File: config.mk
export PLATFORM = sky130hd
export DESIGN_NAME = atsf_span_gen
export DESIGN_NICKNAME = d
export VERILOG_FILES = /design/src/rtl/assert_macros.svh /design/src/rtl/atsf_pkg.sv /design/src/rtl/atsf_span_gen.sv
export SDC_FILE = /design/constraint.sdc
export NUM_CORES = 2
export LEC_CHECK = 0
export ABC_AREA = 1
export BUFFER_PORTS_ARGS = -buffer_cell sky130_fd_sc_hd__buf_2
export CAP_MARGIN = 20
export CORE_MARGIN = 4
export CORE_UTILIZATION = 47
export CTS_BUF_LIST = sky130_fd_sc_hd__clkbuf_4 sky130_fd_sc_hd__clkbuf_8
export CTS_CLUSTER_DIAMETER = 40
export DETAILED_ROUTE_END_ITERATION = 16
export REMOVE_ABC_BUFFERS = 1
export SYNTH_ARGS = -nofsm -noshare
export SYNTH_HDL_FRONTEND = slang
export SYNTH_SLANG_ARGS = --single-unit
File: constraint.sdc
create_clock -name clk -period 8.9 [get_ports clk]
set_input_delay 1.335 -clock clk [delete_from_list [all_inputs] [get_ports clk]]
set_output_delay 1.335 -clock clk [all_outputs]
set_load 0.005 [all_outputs]
File: src/rtl/assert_macros.svh
// ----------------------------------------------------------------------------
// Assertion macros
// Concurrent assertion helpers used by the span filler top level.
// ----------------------------------------------------------------------------
`ifndef ASSERT_MACROS_SVH
`define ASSERT_MACROS_SVH

`ifndef ASSERT_OFF
// Consequent holds in the same cycle as the antecedent.
`define ATSF_ASSERT_SAME(lbl, clk, rst, ante, cons, msg) \
  lbl: assert property (@(posedge clk) disable iff (rst) (ante) |-> (cons)) \
    else $error(msg);
// Consequent holds in the cycle after the antecedent.
`define ATSF_ASSERT_NEXT(lbl, clk, rst, ante, cons, msg) \
  lbl: assert property (@(posedge clk) disable iff (rst) (ante) |=> (cons)) \
    else $error(msg);
`else
`define ATSF_ASSERT_SAME(lbl, clk, rst, ante, cons, msg)
`define ATSF_ASSERT_NEXT(lbl, clk, rst, ante, cons, msg)
`endif

`endif

File: src/rtl/atsf_pkg.sv
// ----------------------------------------------------------------------------
// Span filler package
// Shared constants, operation codes and the pixel tag type.
// ----------------------------------------------------------------------------
package atsf_pkg;

  localparam int TEX_SIZE_LOG2_DEF   = 8;
  localparam int MAX_SPAN_PIXELS_DEF = 64;

  localparam logic [7:0] COORD_MASK_RESET = 8'hFF;

  // Operation codes of an input transfer.
  localparam logic OP_LOAD = 1'b0;
  localparam logic OP_DRAW = 1'b1;

  // Side information that travels with each pixel down the pipeline.
  typedef struct packed {
    logic [11:0] x;
    logic [9:0]  y;
    logic        last;
    logic        truncated;
  } pix_tag_t;

endpackage

File: src/rtl/atsf_span_gen.sv
// ----------------------------------------------------------------------------
// Span walker
// Sets up one span, steps the u/v accumulators per pixel and registers the
// scaled coordinates for the texel fetch.
// ----------------------------------------------------------------------------
module atsf_span_gen #(
  parameter int TEX_SIZE_LOG2   = atsf_pkg::TEX_SIZE_LOG2_DEF,
  parameter int MAX_SPAN_PIXELS = atsf_pkg::MAX_SPAN_PIXELS_DEF
) (
  input  logic                         clk,
  input  logic                         rst,
  input  logic                         start,
  input  logic [9:0]                   row_y,
  input  logic signed [19:0]           left_x,
  input  logic signed [19:0]           right_x,
  input  logic signed [23:0]           u_start,
  input  logic signed [23:0]           v_start,
  input  logic signed [23:0]           u_step,
  input  logic signed [23:0]           v_step,
  input  logic [TEX_SIZE_LOG2-1:0]     mask,
  input  logic                         adv,
  output logic                         ready,
  output logic                         s1_valid,
  output logic [24+TEX_SIZE_LOG2-1:0]  prod_u,
  output logic [24+TEX_SIZE_LOG2-1:0]  prod_v,
  output atsf_pkg::pix_tag_t           s1_tag
);

  localparam int AccW = 24 + TEX_SIZE_LOG2;
  localparam int CntW = $clog2(MAX_SPAN_PIXELS + 1);

  typedef enum logic [1:0] {ST_IDLE, ST_SETUP, ST_PRE, ST_WALK} state_t;

  state_t             state;
  logic [9:0]         row;
  logic signed [19:0] left;
  logic signed [19:0] right;
  logic signed [23:0] u0;
  logic signed [23:0] v0;
  logic signed [23:0] du;
  logic signed [23:0] dv;
  logic [7:0]         frac;
  logic [11:0]        x;
  logic [CntW-1:0]    remaining;
  logic               cut;
  logic [AccW-1:0]    acc_u;
  logic [AccW-1:0]    acc_v;

  logic signed [20:0] lsum;
  logic signed [20:0] rsum;
  logic signed [12:0] minx;
  logic signed [12:0] ceil_r;
  logic signed [13:0] cnt;
  logic [20:0]        frac_full;
  logic signed [32:0] pre_u;
  logic signed [32:0] pre_v;
  logic [AccW-1:0]    acc_u_init;
  logic [AccW-1:0]    acc_v_init;
  logic [AccW-1:0]    inc_u;
  logic [AccW-1:0]    inc_v;
  logic               at_last;

  // Ceiling of a Q12.8 value is the floor of the value plus 255/256.
  assign lsum      = 21'(left) + 21'sd255;
  assign rsum      = 21'(right) + 21'sd255;
  assign minx      = lsum[20:8];
  assign ceil_r    = rsum[20:8];
  assign cnt       = 14'(ceil_r) - 14'(minx);
  assign frac_full = {minx, 8'h00} - 21'(left);

  // Pre-step from the left edge to the first pixel center, kept exact in Q.24.
  assign pre_u      = $signed({1'b0, frac}) * du;
  assign pre_v      = $signed({1'b0, frac}) * dv;
  assign acc_u_init = (AccW'(u0) << 8) + AccW'(pre_u);
  assign acc_v_init = (AccW'(v0) << 8) + AccW'(pre_v);
  assign inc_u      = AccW'(du) << 8;
  assign inc_v      = AccW'(dv) << 8;

  assign at_last = (remaining == CntW'(1));
  assign ready   = (state == ST_IDLE) && !s1_valid;

  always_ff @(posedge clk) begin
    if (rst) begin
      state    <= ST_IDLE;
      s1_valid <= 1'b0;
    end else begin
      if (adv) begin
        s1_valid <= (state == ST_WALK);
      end
      case (state)
        ST_IDLE: begin
          if (start) begin
            row   <= row_y;
            left  <= left_x;
            right <= right_x;
            u0    <= u_start;
            v0    <= v_start;
            du    <= u_step;
            dv    <= v_step;
            state <= ST_SETUP;
          end
        end
        ST_SETUP: begin
          if (cnt <= 14'sd0) begin
            state <= ST_IDLE;
          end else begin
            x    <= minx[11:0];
            frac <= frac_full[7:0];
            if (cnt > 14'(MAX_SPAN_PIXELS)) begin
              remaining <= CntW'(MAX_SPAN_PIXELS);
              cut       <= 1'b1;
            end else begin
              remaining <= CntW'(cnt);
              cut       <= 1'b0;
            end
            state <= ST_PRE;
          end
        end
        ST_PRE: begin
          acc_u <= acc_u_init;
          acc_v <= acc_v_init;
          state <= ST_WALK;
        end
        ST_WALK: begin
          if (adv) begin
            prod_u           <= acc_u * AccW'(mask);
            prod_v           <= acc_v * AccW'(mask);
            s1_tag.x         <= x;
            s1_tag.y         <= row;
            s1_tag.last      <= at_last;
            s1_tag.truncated <= at_last && cut;
            acc_u            <= acc_u + inc_u;
            acc_v            <= acc_v + inc_v;
            x                <= x + 12'd1;
            remaining        <= remaining - CntW'(1);
            if (at_last) begin
              state <= ST_IDLE;
            end
          end
        end
        default: begin
          state <= ST_IDLE;
        end
      endcase
    end
  end

endmodule

Word level (Yosys, flattened, before mapping)
Index checks and enable logic that the tools add are counted.
{"block": "op_classes", "mul": 4, "bitwise_logic": 2, "reduce_logical": 12, "n_mux": 17, "addsub": 10, "n_shift": 0, "magnitude_cmp": 2, "eq_ne": 8, "div": 0}
{"operator": "32-bit adder", "n": 4}
{"operator": "32-bit one-hot mux with 2 select lines", "n": 2}
{"operator": "32-bit by 8-bit multiplier with 32-bit output", "n": 2}
{"operator": "9-bit by 24-bit multiplier with 32-bit output", "n": 2}
{"operator": "32-bit 2-to-1 mux", "n": 2}
{"operator": "20-bit by 9-bit adder with 21-bit output, second input constant", "n": 2}
{"operator": "12-bit 2-to-1 mux", "n": 2}
{"operator": "12-bit one-hot mux with 2 select lines", "n": 1}
{"operator": "7-bit 2-to-1 mux", "n": 3}
{"operator": "3-bit AND reduction", "n": 5}
{"operator": "14-bit by 8-bit > comparator with 1-bit output, second input constant", "n": 1}
{"operator": "14-bit by 1-bit <= comparator with 1-bit output, second input constant", "n": 1}
{"operator": "7-bit one-hot mux with 2 select lines", "n": 1}
{"operator": "13-bit by 13-bit subtractor with 14-bit output", "n": 1}
{"operator": "12-bit by 1-bit adder with 12-bit output, second input constant", "n": 1}
{"operator": "2-bit 2-to-1 mux", "n": 4}
{"operator": "2-bit != test, second input constant", "n": 4}
{"operator": "2-bit one-hot mux with 4 select lines", "n": 1}
{"operator": "1-bit by 8-bit subtractor with 8-bit output, first input constant", "n": 1}
{"operator": "7-bit by 1-bit == test with 1-bit output, second input constant", "n": 1}
{"operator": "7-bit by 1-bit subtractor with 7-bit output, second input constant", "n": 1}
{"operator": "2-bit == test, second input constant", "n": 2}
{"operator": "4-bit AND reduction", "n": 1}
{"operator": "2-bit nonzero test", "n": 2}
{"operator": "other kinds (6)", "n": 8}
{"block": "word_totals", "rom_bits": 0, "reg_bits": 329, "latch_bits": 0, "mem_bits_rw": 0, "n_memories": 0}

Longest topological paths before layout
{"block": "logic_depth", "word_depth": 6, "depth_mapped": 27, "ltp_nobuf": 27}

Worst setup path before layout
No wires, ideal clock.
{"block": "synth_timing", "path_type": "input to register", "start": "in rst", "end": "reg du[0], enable pin", "setup_slack_ns": 0.724, "path_buffers": 0, "cell_stages": 3, "setup_ns": 0.655, "arrival_time_ns": 7.521, "cell_sequence": "inv_1 > nand2_1 > nor2_1"}
{"block": "synth_via", "elab_chain_len": 2}
{"item": "start: declaration", "line": "atsf_span_gen.sv:11", "rtl": "input logic rst,"}
{"item": "1-bit inverter (no source line)"}
{"item": "3-bit AND reduction (no source line)"}
{"item": "end signal: assignment", "line": "atsf_span_gen.sv:98", "rtl": "du <= u_step;"}
{"item": "end: declaration", "line": "atsf_span_gen.sv:40", "rtl": "logic signed [23:0] du;"}
No other way between the ends.
A chain may end at the register's enable or synchronous reset.

Worst setup path in the final report
{"block": "layout_timing", "start": "reg frac[2]", "end": "reg acc_u[31] (data pin)"}
{"block": "layout_via", "elab_chain_len": 3}
{"item": "start: declaration", "line": "atsf_span_gen.sv:42", "rtl": "logic [7:0] frac;"}
{"item": "start signal: assignment", "line": "atsf_span_gen.sv:108", "rtl": "frac <= frac_full[7:0];"}
{"item": "9-bit by 24-bit multiplier with 32-bit output", "line": "atsf_span_gen.sv:72", "rtl": "assign pre_u = $signed({1'b0, frac}) * du;"}
{"item": "32-bit adder", "line": "atsf_span_gen.sv:74", "rtl": "assign acc_u_init = (AccW'(u0) << 8) + AccW'(pre_u);"}
{"item": "32-bit one-hot mux with 2 select lines", "line": "atsf_span_gen.sv:90", "rtl": "case (state)"}
{"item": "end signal: assignment", "line": "atsf_span_gen.sv:120", "rtl": "acc_u <= acc_u_init;"}
{"item": "end signal: assignment", "line": "atsf_span_gen.sv:132", "rtl": "acc_u <= acc_u + inc_u;"}
{"item": "end: declaration", "line": "atsf_span_gen.sv:46", "rtl": "logic [AccW-1:0] acc_u;"}
No other way between the ends.

==> results.md <==
* Violation count after the first detailed-route iteration at 2261
* Unrepaired setup endpoints after global routing: false
* Post-DR vias/cell at 5.01
* Post-synthesis sequential area ratio at 0.222
* TritonCTS clock tree: done
* Fill count at 9080
* Dominant synthesized flop cell: edfxtp_1
* Number of pins exceeding their max-slew limit in the final report at 0
* Final period demand of the worst path at 6.27 ns
* Category of the critical setup timing path: reg -> reg
* Count of flip-flops with a built-in enable after synthesis at 326
* Register area at 9850 µm²
* Bufs on Longest Clock Path at 3
* Die Ht at 315 µm
* First-pass GRT wire length at 188000 µm
* Total power density per cell area at 391 nW/µm²
* Detailed-route wire length at 115000 µm
* Final number of setup-violating endpoints at 0
* Initial core utilization at 0.474
* Total CTS buffers at 76
* Synth Register Bits at 329
* Multi-input logic area at 28300 µm²
* Setup TNS after final layout at 0 ns
* Port Buf Inserts at 247
* Worst clock skew at 0.0447 ns
* Critical Path Source Type: flop
* Clock-pin slew reported for the worst setup and hold paths after clock tree synthesis at 0.05 ns
* Critical path capture point type: flop
* Cell-by-cell listing of the critical path: buf_4, nand2_1, fa_1, inv_1, fa_1, fa_1, fa_1, inv_1, fa_1, inv_1, ha_1, nand2_1, nor2_1, nand4_1, o21ai_1, nand2_1, nand3_1, nand2_1, nand2_1, o21ai_0
* Number of distinct library cells after synthesis at 56
* Highest clock frequency the design can meet at 160 MHz
* Leakage power summed over all cells at 26.0 nW
* CTS resizes at 0
* Family of cells with the greatest summed delay on the critical path: adder cells
* Number of warnings issued by yosys at 0
* Outcome: complete, no violations
* Chip width at 315 µm
* Clock latency reported for the late side of the worst-skew pair at 0.72 ns
* Pin count of the biggest net entering global routing at 129
* Highest-delay cell along the critical path: edfxtp_1
* Fraction of final layout cells with drive strength greater than 1 at 0.0814
* Slew @ Worst Pin at 0.982 ns
* Total number of vias at 34.4k
* HPWL after detailed placement at 91400 µm
* Slowest Stage Delay on Critical Path at 0.73 ns
* Post-Syn Area per Cell at 8.19 µm²
* Max-cap viol count at 0
* PnR Total Power at 18.8 mW
* TritonCTS sink count at 329
* Routed len/inst at 16.8 µm
* Data required time at the worst endpoint at 9.32 ns
* CP max FO at 24
* Hold-fix buffers, CTS at 0
* GR Overflow Total at 0
* I/O Pins at 248
* GR Util All Layers at 0.240
* Routability congestion estimate from global placement at 0.912
* Number of failing hold endpoints at the final stage at 0
* Worst path bufs/invs at 4
* Nets at 6640
* Arr. time, crit path at 6.68 ns
* Period Utilization, post-route at 0.704
* Netlist area before placement at 44300 µm²
* Post-CTS setup-driven buffer insertion count at 0
* FP Rows at 112
* Rel. slew slack at 0.345
* Antenna violations before repair at 1
* Drt pass-1 iters at 6
* Clock tree root driver cell: clkbuf_8
* H-Tree Level Count at 3
* Post-synthesis async set-or-reset flop share at 0
* Die area at 99200 µm²
* Post-Synthesis Cells at 5403
* Area growth syn-to-layout at 8.64%
* Number of antenna-violating nets in the routed design at 0
* DRC violation count after routing at 0
* Worst min-delay path category: reg -> reg
* Number of global-route vias before repair at 35.4k
* IR drop worst, VDD at 0.271 mV
* Core region area at 93300 µm²
[registers in the layout, summed over array words and instances (netlist names), named ones only]
register   flops
acc_u         32
acc_v         32
prod_u        32
prod_v        32
du            24
dv            24
s1_tag        24
u0            24
v0            24
left          20
right         20
x             12
row           10
frac           8
remaining      7
cut            1
s1_valid       1
state          1
[worst paths after layout]
| path | start | endpoint | slack (ns) | cells past startpoint |
|---|---|---|---|---|
| min | row[1] | s1_tag[3] | 0.42 | 0 |
| min reg2reg | row[1] | s1_tag[3] | 0.42 | 0 |
| max reg2reg | frac[2] | acc_u[31] | 2.63 | 20 |
| max | frac[2] | acc_u[31] | 2.63 | 20 |
[worst register-to-register path, cell delays in order (launching register included)]
cell and delay (ns):
edfxtp_1 0.73, buf_4 0.44, nand2_1 0.14, fa_1 0.50, inv_1 0.06, fa_1 0.48, fa_1 0.51, fa_1 0.50
inv_1 0.05, fa_1 0.47, inv_1 0.04, ha_1 0.37, nand2_1 0.17, nor2_1 0.42, nand4_1 0.14, o21ai_1 0.44
nand2_1 0.14, nand3_1 0.16, nand2_1 0.07, nand2_1 0.06, o21ai_0 0.09
[power breakdown]
group	internal (mW)	switching, mW	total, mW
Sequential	2.48	0.239	2.72
Clock	1.13	0.795	1.92
Combinational	5.20	8.96	14.2
Total	8.81	9.99	18.8
[kinds of logic after synthesis]
family / share of synthesized area
AOI/OAI and AO/OA: 0.0633
xor gates and xnor gates: 0.0285
adders and majority gates: 0.375
buffers and inverters: 0.139
DFF: 0.222
and+or+nand+nor: 0.172
[area by class of cell]
type / instances / area share
Multi-Input combinational cell: 3466 / 0.588
Sequential cell: 329 / 0.205
Inverter: 1403 / 0.109
Tap cell: 1254 / 0.0326
Timing Repair Buffer: 274 / 0.0303
Clock buffer: 87 / 0.0236
Clock inverter: 46 / 0.0108
Antenna cell: 1 / 0.0000520
[synthesized netlist by cell type, drive strengths merged (29+ instances only)]
cell,number,area share
a21oi,232,0.026
edfxtp,326,0.22
nand3,133,0.015
nor3,51,0.0061
clkbuf,172,0.017
fa,657,0.30
ha,275,0.078
nand4,36,0.0051
nor2,240,0.021
o21bai,29,0.0052
o21ai,187,0.021
xor2,77,0.015
inv,1402,0.12
buf,33,0.0031
nand2,1373,0.12
xnor2,66,0.013
[through the flow]
step                worst slack, ns  hold slack (ns)   util  cell area (µm²)  std cells
floorplan                     0.724            0.400      -            43400       5198
global placement               2.48            0.401  0.498            46400       6725
detailed placement             2.43            0.405  0.498            46400       6725
CTS                            2.75            0.420  0.515            48100       6858
global route                   2.34            0.422  0.515            48100       6860
finish                         2.63            0.416  0.515            48100       6860
[routing by layer]
metal  share of wire  vias to the layer above  wire, µm  track usage
met5               0                        -         0            0
met4           0.024                        0      2720       0.0695
met3           0.066                      150      7590       0.0351
met2            0.45                     1046     51400        0.379
met1            0.46                    16700     53200        0.346
li1                -                    16500         -            -
[cell usage in the layout, fill, tap and decap left out, types with 12 or more instances in the layout]
cell / Yosys / final
o21bai_1: 26 / 26
a21o_1: 16 / 16
a31oi_1: 13 / 13
inv_1: 1400 / 1400
fa_1: 657 / 657
nand2_1: 1365 / 1364
or2_2: 12 / 12
nand4_1: 36 / 36
clkinv_2: 0 / 12
clkbuf_8: 0 / 77
buf_4: 1 / 25
buf_2: 7 / 247
nor3_1: 49 / 47
nor2_1: 235 / 233
o21ai_0: 175 / 175
nand3_1: 130 / 130
edfxtp_1: 326 / 326
xnor2_1: 66 / 66
ha_1: 275 / 275
xor2_1: 76 / 76
a21oi_1: 230 / 229
Power figures use the tool's default switching activity.
